**config.mk**
```make
export PLATFORM = sky130hd
export DESIGN_NAME = sgem_queue
export DESIGN_NICKNAME = d
export VERILOG_FILES = /design/src/sv/scatter_gather_extent_merge_macros.svh /design/src/sv/sgem_pkg.sv /design/src/sv/sgem_queue.sv
export SDC_FILE = /design/constraint.sdc
export NUM_CORES = 1
export LEC_CHECK = 0
export ABC_CLOCK_PERIOD_IN_PS = 7690
export BUFFER_PORTS_ARGS = -buffer_cell sky130_fd_sc_hd__buf_2
export CAP_MARGIN = 20
export CORE_UTILIZATION = 35
export CTS_BUF_LIST = sky130_fd_sc_hd__clkbuf_8
export DETAILED_ROUTE_END_ITERATION = 7
export PLACE_DENSITY = 0.62
export RECOVER_POWER = 50
export SYNTH_ARGS = -nofsm -noshare
export SYNTH_HDL_FRONTEND = slang
export SYNTH_SLANG_ARGS = --single-unit
export TNS_END_PERCENT = 30
```
**constraint.sdc**
```tcl
create_clock -name i_clk -period 7.69 [get_ports i_clk]
set_clock_uncertainty 0.15 [all_clocks]
set_input_delay 0 -clock i_clk [delete_from_list [all_inputs] [get_ports i_clk]]
set_output_delay 0 -clock i_clk [all_outputs]
set_load 0.01 [all_outputs]
```
**src/sv/scatter_gather_extent_merge_macros.svh**
```systemverilog
// ----------------------------------------------------------------------------
// Assertion macros for the extent merge block
// Concurrent checks are active in simulation and compile away for synthesis.
// ----------------------------------------------------------------------------
`ifndef SCATTER_GATHER_EXTENT_MERGE_MACROS_SVH
`define SCATTER_GATHER_EXTENT_MERGE_MACROS_SVH
`ifndef SYNTHESIS
// Same-cycle implication, ignored while reset is held.
`define SGEM_ASSERT_IMP(lbl, clk, rstn, ante, cons, msg) \
    lbl: assert property (@(posedge clk) disable iff (!rstn) (ante) |-> (cons)) \
        else $error(msg);
// Next-cycle implication, ignored while reset is held.
`define SGEM_ASSERT_NXT(lbl, clk, rstn, ante, cons, msg) \
    lbl: assert property (@(posedge clk) disable iff (!rstn) (ante) |=> (cons)) \
        else $error(msg);
`else
`define SGEM_ASSERT_IMP(lbl, clk, rstn, ante, cons, msg)
`define SGEM_ASSERT_NXT(lbl, clk, rstn, ante, cons, msg)
`endif
`endif

```
**src/sv/sgem_pkg.sv**
```systemverilog
// ----------------------------------------------------------------------------
// sgem_pkg
// Shared widths, codes and types of the scatter-gather extent merge block.
// ----------------------------------------------------------------------------
`timescale 1ns / 1ps
`default_nettype none

package sgem_pkg;

    // Field widths.
    localparam int unsigned KIND_W = 2;
    localparam int unsigned ADDR_W = 64;
    localparam int unsigned OFF_W  = 63;
    localparam int unsigned LEN_W  = 48;
    localparam int unsigned STAT_W = 2;

    // Default list capacity and depth of the command queue.
    localparam int unsigned MAX_REGIONS_DEF = 16;
    localparam int unsigned QUEUE_DEPTH     = 2;

    // Input kind codes.
    localparam logic [KIND_W-1:0] KIND_LOAD_MEM    = 2'd0;
    localparam logic [KIND_W-1:0] KIND_LOAD_STREAM = 2'd1;
    localparam logic [KIND_W-1:0] KIND_START       = 2'd2;

    // Result status codes.
    localparam logic [STAT_W-1:0] STATUS_OK       = 2'd0;
    localparam logic [STAT_W-1:0] STATUS_EMPTY    = 2'd1;
    localparam logic [STAT_W-1:0] STATUS_OVERFLOW = 2'd2;

    // Command classes after the front end has decoded an input.
    typedef enum logic [1:0] {
        CMD_LOAD_MEM,
        CMD_LOAD_STREAM,
        CMD_START
    } t_cmd;

    // One queued command.
    typedef struct packed {
        t_cmd              cmd;
        logic [ADDR_W-1:0] base;
        logic [LEN_W-1:0]  length;
    } t_qent;

    // Write side of the queue: an entry and its push strobe.
    typedef struct packed {
        logic  push;
        t_qent ent;
    } t_qwr;

    // Read side of the queue: head entry and whether it is present.
    typedef struct packed {
        logic  valid;
        t_qent ent;
    } t_qhead;

endpackage

`default_nettype wire

```
**src/sv/sgem_queue.sv**
```systemverilog
// ----------------------------------------------------------------------------
// sgem_queue
// Short command queue that decouples the front end from the merge engine.
// ----------------------------------------------------------------------------
`timescale 1ns / 1ps
`default_nettype none

module sgem_queue #(
    parameter int unsigned DEPTH = sgem_pkg::QUEUE_DEPTH
) (
    input  logic              i_clk,
    input  logic              i_rst_n,
    input  sgem_pkg::t_qwr    i_qwr,
    input  logic              i_pop,
    output logic              o_full,
    output sgem_pkg::t_qhead  o_head
);

    localparam int unsigned PTR_W = (DEPTH > 1) ? $clog2(DEPTH) : 1;
    localparam int unsigned CNT_W = $clog2(DEPTH + 1);
    localparam logic [PTR_W-1:0] PTR_LAST = PTR_W'(DEPTH - 1);
    localparam logic [CNT_W-1:0] CNT_FULL = CNT_W'(DEPTH);

    sgem_pkg::t_qent  r_mem [DEPTH];
    logic [PTR_W-1:0] r_wr_ptr, n_wr_ptr;
    logic [PTR_W-1:0] r_rd_ptr, n_rd_ptr;
    logic [CNT_W-1:0] r_cnt, n_cnt;
    logic             w_push, w_pop;

    assign o_full       = (r_cnt == CNT_FULL);
    assign o_head.valid = (r_cnt != '0);
    assign o_head.ent   = r_mem[r_rd_ptr];
    assign w_push       = i_qwr.push && !o_full;
    assign w_pop        = i_pop && o_head.valid;

    // Pointer and fill count update.
    always_comb begin
        n_wr_ptr = r_wr_ptr;
        n_rd_ptr = r_rd_ptr;
        n_cnt    = r_cnt;
        if (w_push) begin
            n_wr_ptr = (r_wr_ptr == PTR_LAST) ? '0 : r_wr_ptr + PTR_W'(1);
        end
        if (w_pop) begin
            n_rd_ptr = (r_rd_ptr == PTR_LAST) ? '0 : r_rd_ptr + PTR_W'(1);
        end
        case ({w_push, w_pop})
            2'b10:   n_cnt = r_cnt + CNT_W'(1);
            2'b01:   n_cnt = r_cnt - CNT_W'(1);
            default: n_cnt = r_cnt;
        endcase
    end

    // Control registers.
    always_ff @(posedge i_clk) begin
        if (!i_rst_n) begin
            r_wr_ptr <= '0;
            r_rd_ptr <= '0;
            r_cnt    <= '0;
        end else begin
            r_wr_ptr <= n_wr_ptr;
            r_rd_ptr <= n_rd_ptr;
            r_cnt    <= n_cnt;
        end
    end

    // Entry storage.
    always_ff @(posedge i_clk) begin
        if (w_push) begin
            r_mem[r_wr_ptr] <= i_qwr.ent;
        end
    end

endmodule

`default_nettype wire

```
==> metrics.txt, run 1 <==
worst reg-to-reg setup slack=3.78 ns; Core Box Area=0.0236 mm²; kind of critical path=reg -> out; Final Hold Vio Count=0; hold path startpoint=i_qwr[99]; root buffer cell=clkbuf_8; status=finished, violations left; Worst Path Max Fanout=68; post-synthesis area per instance=22.2 µm²; ys async rst share=0; cts hold-fix bufs=118; maximum clock frequency=254 MHz; DR iter-0 viols=233; post-CTS resize count=0; setup_tns=0 ns; fin crit period=3.93 ns; vias in the first global route=5486; maximum VDD drop=0.227 mV; Synth Register Bits=233; Initial DRT Pass Iterations=6; Crit path largest cell delay=1.74 ns; worst min path class=in -> reg; Synth top cells by count=edfxtp_1 (228), mux2_2 (114), buf_2 (6), buf_4 (6), dfxtp_1 (5); post-synthesis cell area=0.00846 mm²; final slew viol count=96; critical path's slowest cell=dfxtp_1; Worst Setup Start Kind=flip-flop; worst r2r path cells=3; warnings from Yosys=0; Leak Pwr=4.24 nW; critical path data arrival time=3.78 ns; number of flops mapped to enable cells by yosys=228; fraction of final layout cells sized beyond drive strength 1=0.385; IO Port Bufs=233; final antenna-violating net count=0; Worst path depth=3; sequential share of the synthesized area=0.822; cell taking the most area after synthesis=edfxtp_1; reg2reg end=r_mem[1][11]; GR Overflow Total=0; top-count cell post-synth=edfxtp_1; Die Span Y=157 µm; TritonCTS Buffers=40; Synth area leaders=edfxtp_1 (81%), mux2_2 (15%), dfxtp_1 (1.2%); failing checks=max-capacitance violations, max-slew violations; Total Wirelength=17600 µm; Worst Path Required=7.54 ns; # nets final=883; CTS clk-pin slew, worst paths=0.05 ns; Layout area overhead=38.7%; largest net degree at the start of global routing=69; clock sinks=233; clk_lat worst skew=0.51 ns; Yosys top cell area share=0.810; GP Congestion=0.721; CP Capture Type=primary output; Worst Hold End=r_mem[1][99]; number of post-CTS setup repair buffers=0; period utilization=0.512; detailed-route DRC error count=0; via/cell ratio=4.37; RSZ-0062 raised after global routing=false; Fillers=2035; cell chain of the critical path=buf_4 > mux2_2 > buf_2; All-Layer GR Usage=0.141; vias=4858; FP Rows=56; Antenna Cells=0; Synth Flop Type=edfxtp_1; power per cell area=303 mW/mm²; H-tree Lvls=2; Longest Clk Path Bufs=3; Initial Util=0.358; Die W=157 µm; DR WL/cell=15.8 µm; WHS Path Cells=2; worst hold margin=0.0625 ns; Max-Cap Viols=2; I/O Pins=234; delay-heaviest family, CP=flip-flops; Slew @ Worst Pin=2.27 ns; initial antenna violation count=0; Slew headroom=-0.514; Synth cell types=20; final setup fails=0; CTS tree=yes; R2R Path Start=r_cnt[0]; first-pass GRT wire length=26800 µm; Die ar.=0.0248 mm²; Mapped Cells=381; Final HPWL DP=10500 µm; Synth Net Count=500; crit path buf inv count=2
-- per-layer routing --
layer  up-vias  routed length (µm)  global-route usage
li1       2283                   -                   -
met1      2340                6900               0.156
met2       191                8800               0.246
met3        44                1490              0.0501
met4         0                 381              0.0550
met5         -                   0                   0
-- cell type report --
type | instances | area, µm² | share of cell area
flip-flops and latches | 233 | 6950 | 0.592
clock inverters | 28 | 111 | 0.00950
clock buffers | 43 | 592 | 0.0505
multi-input cells | 132 | 1410 | 0.120
inverters | 3 | 13.8 | 0.00117
well taps | 319 | 399 | 0.0340
repair buffers | 354 | 2250 | 0.192
-- registers in the layout, indices dropped and copies added (netlist names), named ones only --
register  flops
r_mem       228
r_cnt         2
r_rd_ptr      1
r_wr_ptr      1
-- per-stage QoR --
step | setup slack, ns | total power [mW] | cell area [µm²] | cells | util
after global placement | 4.84 | 2.55 | 9970 | 923 | 0.422
after floorplan | 3.83 | 2.25 | 8460 | 381 | -
after CTS | 4.67 | 3.61 | 11900 | 1112 | 0.502
after detailed placement | 4.69 | 2.58 | 9970 | 923 | 0.422
final | 3.76 | 3.56 | 11700 | 1112 | 0.497
after global routing | 3.35 | 3.75 | 11700 | 1112 | 0.497
-- logic make-up (layout without fill, tap and decap cells) --
logic type	Yosys count	after routing	synth area share
fa+ha+maj	1	1	0.00148
flops	233	233	0.822
compound gates	5	5	0.00385
buf+inv	16	428	0.0115
xor+xnor	3	3	0.00311
simple gates	9	9	0.00666
mux	114	114	0.152
-- power by group --
group / switching, mW / total [mW] / internal, mW
Clock: 0.459 / 0.971 / 0.512
Sequential: 0.0801 / 1.69 / 1.61
Combinational: 0.455 / 0.898 / 0.442
-- cells in the final DEF (no fill, tap or decap), types with 2 or more instances in the layout --
cell	count
inv_1	18
or3_1	2
clkbuf_8	43
edfxtp_1	228
dlygate4sd3_1	118
clkbuf_2	2
dfxtp_1	5
buf_2	136
clkinv_2	2
a21boi_0	2
buf_4	3
o21ai_0	2
mux2_2	114
clkbuf_1	94
xnor2_1	3
clkinv_1	8
nor2b_1	2
-- worst max path at each step --
| stage | to | slack, ns | startpoint |
|---|---|---|---|
| after CTS | r_mem[0][35] | 4.67 | r_cnt[0] |
| after detailed placement | r_mem[0][30] | 4.69 | r_cnt[0] |
| after global routing | o_head[8] | 3.35 | flip-flop |
| after floorplan | r_mem[1][0] | 3.83 | r_cnt[0] |
| final | o_head[28] | 3.76 | flip-flop |
| after global placement | r_mem[0][30] | 4.84 | r_cnt[0] |
(Power assumes the default switching activity.)
==> inputs of run 2 (changes only) <==
--- a/config.mk
+++ b/config.mk
@@ -5,13 +5,14 @@
 export SDC_FILE = /design/constraint.sdc
 export NUM_CORES = 1
 export LEC_CHECK = 0
-export ABC_CLOCK_PERIOD_IN_PS = 7690
+export ABC_AREA = 1
+export ABC_CLOCK_PERIOD_IN_PS = 3500
 export BUFFER_PORTS_ARGS = -buffer_cell sky130_fd_sc_hd__buf_2
 export CAP_MARGIN = 20
 export CORE_UTILIZATION = 35
 export CTS_BUF_LIST = sky130_fd_sc_hd__clkbuf_8
 export DETAILED_ROUTE_END_ITERATION = 7
-export PLACE_DENSITY = 0.62
+export PLACE_DENSITY = 0.64
 export RECOVER_POWER = 50
 export SYNTH_ARGS = -nofsm -noshare
 export SYNTH_HDL_FRONTEND = slang
==> constraint.sdc (replaced) <==
create_clock -name i_clk -period 3.5 [get_ports i_clk]
set_clock_uncertainty 0.15 [all_clocks]
set_input_delay 0 -clock i_clk [delete_from_list [all_inputs] [get_ports i_clk]]
set_output_delay 0 -clock i_clk [all_outputs]
set_load 0.01 [all_outputs]
==> run 2 against run 1 <==
Compared with the run above:
- the run now ends clean
- core utilization down 0.73 points
- via count grew 2.0%
- hold slack lost 0.0035 ns
- first-iteration DRC count decreased by 20%
- register-to-register slack worse by 2.7 ns
- die area rose by 3.1%
- critical path type unchanged
==> metrics.txt, run 2 <==
status=finished, final reports clean (was finished, violations left); clk_lat worst skew=0.51 ns (about the same); commonest cells after routing, fill and taps aside=edfxtp_1 (228), buf_2 (147), dlygate4sd3_1 (119) (was edfxtp_1 (228), buf_2 (136), dlygate4sd3_1 (118)); Fillers=2059 (was 2035); post-synthesis area per instance=22.2 µm² (about the same); Final Hold Vio Count=0 (unchanged); period utilization=0.777; maximum clock frequency=368 MHz; GR Overflow Total=0 (unchanged); Synth Net Count=512 (was 500); Initial DRT Pass Iterations=4 (was 6); first-pass GRT wire length=27500 µm (was 26800 µm); DR iter-0 viols=187 (was 233); met2 wire length=9040 µm (was 8800 µm); final setup fails=0 (unchanged); Final Power=6.98 mW (was 3.56 mW); Antenna Cells=0 (unchanged); ys async rst share=0 (unchanged); Leak Pwr=4.46 nW (was 4.24 nW); Synth Register Bits=233 (unchanged); fraction of final layout cells sized beyond drive strength 1=0.380 (was 0.385); routed metal-1 wire length=6820 µm (was 6900 µm); I/O Pins=234 (unchanged); Total Wirelength=17600 µm (about the same); GP Congestion=0.728 (was 0.721); initial antenna violation count=0 (unchanged); number of post-CTS setup repair buffers=0 (unchanged); Final HPWL DP=10800 µm (was 10500 µm); clock network fraction of total power=0.288 (was 0.273); Synth area leaders=edfxtp_1 (79%), mux2_4 (10%), mux2_2 (7.0%) (was edfxtp_1 (81%), mux2_2 (15%), dfxtp_1 (1.2%)); fin crit period=2.72 ns; max reg flops=228 (unchanged); Slew headroom=0.321 (was -0.514); # nets final=897 (was 883); max layer used=met4 (unchanged); Mapped Cells=393 (was 381); warnings from Yosys=0 (unchanged); internal power consumption=5.17 mW (was 2.56 mW); Die Span Y=160 µm (was 157 µm); vias in the first global route=5506 (was 5486); largest net degree at the start of global routing=60 (was 69); IO Port Bufs=233 (unchanged); setup_tns=0 ns (unchanged); worst reg-to-reg setup slack=1.13 ns (was 3.78 ns); Yosys top cell area share=0.785 (was 0.810); Synth top cells by count=edfxtp_1 (228), mux2_4 (60), mux2_2 (54), nor2_1 (12), nand2_1 (8) (was edfxtp_1 (228), mux2_2 (114), buf_2 (6), buf_4 (6), dfxtp_1 (5)); kind of critical path=reg -> out (unchanged); register area=0.00695 mm² (about the same); Initial Util=0.357 (was 0.358); Longest Clk Path Bufs=3 (unchanged); Largest regs=r_mem: 228 flops, r_cnt: 2 flops (unchanged); Switching Fraction=0.260 (was 0.280); Worst Path Max Fanout=36 (was 68); CTS tree=yes (unchanged); Synth Flop Type=edfxtp_1 (unchanged); final slew viol count=0 (was 96); Worst Setup Start Kind=flip-flop (unchanged); critical path data arrival time=2.57 ns (was 3.78 ns); Placement Setup Slack=1.19 ns (was 4.69 ns); detailed-route DRC error count=0 (unchanged); H-tree Lvls=2 (unchanged); All-Layer GR Usage=0.137 (was 0.141); sequential power share=0.506 (was 0.474); CTS clk-pin slew, worst paths=0.06 ns (was 0.05 ns); fin util=0.489 (was 0.497); vias=4957 (was 4858); Layout area overhead=36.9% (was 38.7%); Slew @ Worst Pin=1.02 ns (was 2.27 ns); part of the power in combinational logic=0.206 (was 0.252); cell taking the most area after synthesis=edfxtp_1 (unchanged); Die W=160 µm (was 157 µm); via/cell ratio=4.40 (was 4.37); Synth cell types=16 (was 20); top-count cell post-synth=edfxtp_1 (unchanged); CP Capture Type=primary output (unchanged); root buffer cell=clkbuf_8 (unchanged); met3 WL=1370 µm (was 1490 µm); Max-Cap Viols=0 (was 2); TritonCTS Buffers=38 (was 40); clock sinks=233 (unchanged); Switch Pwr=1.82 mW (was 995 µW); maximum VDD drop=0.301 mV (was 0.227 mV); Core Box Area=0.0244 mm² (was 0.0236 mm²); sequential share of the synthesized area=0.797 (was 0.822); FP Rows=57 (was 56); DR WL/cell=15.6 µm (was 15.8 µm); Worst Path Required=3.35 ns (was 7.54 ns); multi-input logic area=0.00159 mm² (was 0.00141 mm²); final antenna-violating net count=0 (unchanged); worst min path class=in -> reg (unchanged); worst hold margin=0.0589 ns (was 0.0625 ns); Largest Register=r_mem (unchanged); setup ws final=0.781 ns (was 3.76 ns); power per cell area=585 mW/mm² (was 303 mW/mm²); Die ar.=0.0255 mm² (was 0.0248 mm²); post-synthesis cell area=0.00872 mm² (was 0.00846 mm²); number of flops mapped to enable cells by yosys=228 (unchanged); most common cell after layout, fill and taps aside=edfxtp_1 (unchanged); RSZ-0062 raised after global routing=false (unchanged)
[run 2: cell types whose count changed in the layout (fill, tap and decap cells not counted), moves of 7 or more]
| cell | change |
|---|---|
| mux2_2 | -60 |
| nor2_1 | +11 |
| mux2_1 | +12 |
| clkbuf_1 | -10 |
| buf_2 | +11 |
| mux2_4 | +48 |
| nand2_1 | +7 |
[run 2: timing repair]
item | in CTS | in global routing
resized for setup | 0 | 0
hold buffers | 119 | 0
hold endpoints to repair | 233 | 0
[run 2: routing by layer]
layer / track usage / vias to the layer above
li1: - / 2308
met2: 0.245 / 205
met3: 0.0496 / 32
met4: 0.0489 / 0
met5: 0 / -
met1: 0.149 / 2412
[run 2: worst max-delay path: stages, from the launching register on]
cell and delay (ns):
dfxtp_2 0.98, buf_4 0.53, mux2_2 0.38, buf_2 0.14
[run 2: power groups by stage]
stage	clock, mW	sequential (mW)	combinational, mW
after floorplan	0	3.54	0.936
after global placement	0	3.58	1.34
after detailed placement	0	3.60	1.37
after CTS	2.10	3.54	1.49
after global routing	2.21	3.56	1.55
final	2.01	3.53	1.44
[run 2: kinds of logic (layout without fill, tap and decap cells)]
| group | Yosys count | in the layout | share of synthesized area |
|---|---|---|---|
| AO/OA/AOI/OAI | 3 | 3 | 0.00201 |
| adder cells (fa/ha/maj) | 1 | 1 | 0.00144 |
| buffers and inverters | 20 | 429 | 0.0167 |
| flip-flops | 233 | 233 | 0.797 |
| multiplexers | 114 | 114 | 0.173 |
| AND/OR/NAND/NOR | 22 | 22 | 0.00990 |
[run 2: worst paths after layout]
path	startpoint	endpoint	cells past startpoint
setup / recovery	flip-flop	o_head[100]	3
hold / removal	i_qwr[18]	r_mem[0][18]	2
setup reg to reg	r_cnt[1]	r_wr_ptr	8
hold reg to reg	r_rd_ptr	r_rd_ptr	2
[run 2: per-stage QoR]
step                instance area (µm²)  cells
floorplan                          8720    393
global placement                  10300    943
detailed placement                10300    943
CTS                               12100   1126
global route                      11900   1126
finish                            11900   1126
[run 2: layout make-up]
type | instances | area share
clock inverters | 25 | 0.00870
well taps | 324 | 0.0340
clock buffers | 39 | 0.0450
repair buffers | 358 | 0.195
flip-flops and latches | 233 | 0.582
inverters | 7 | 0.00241
multi-input cells | 140 | 0.133
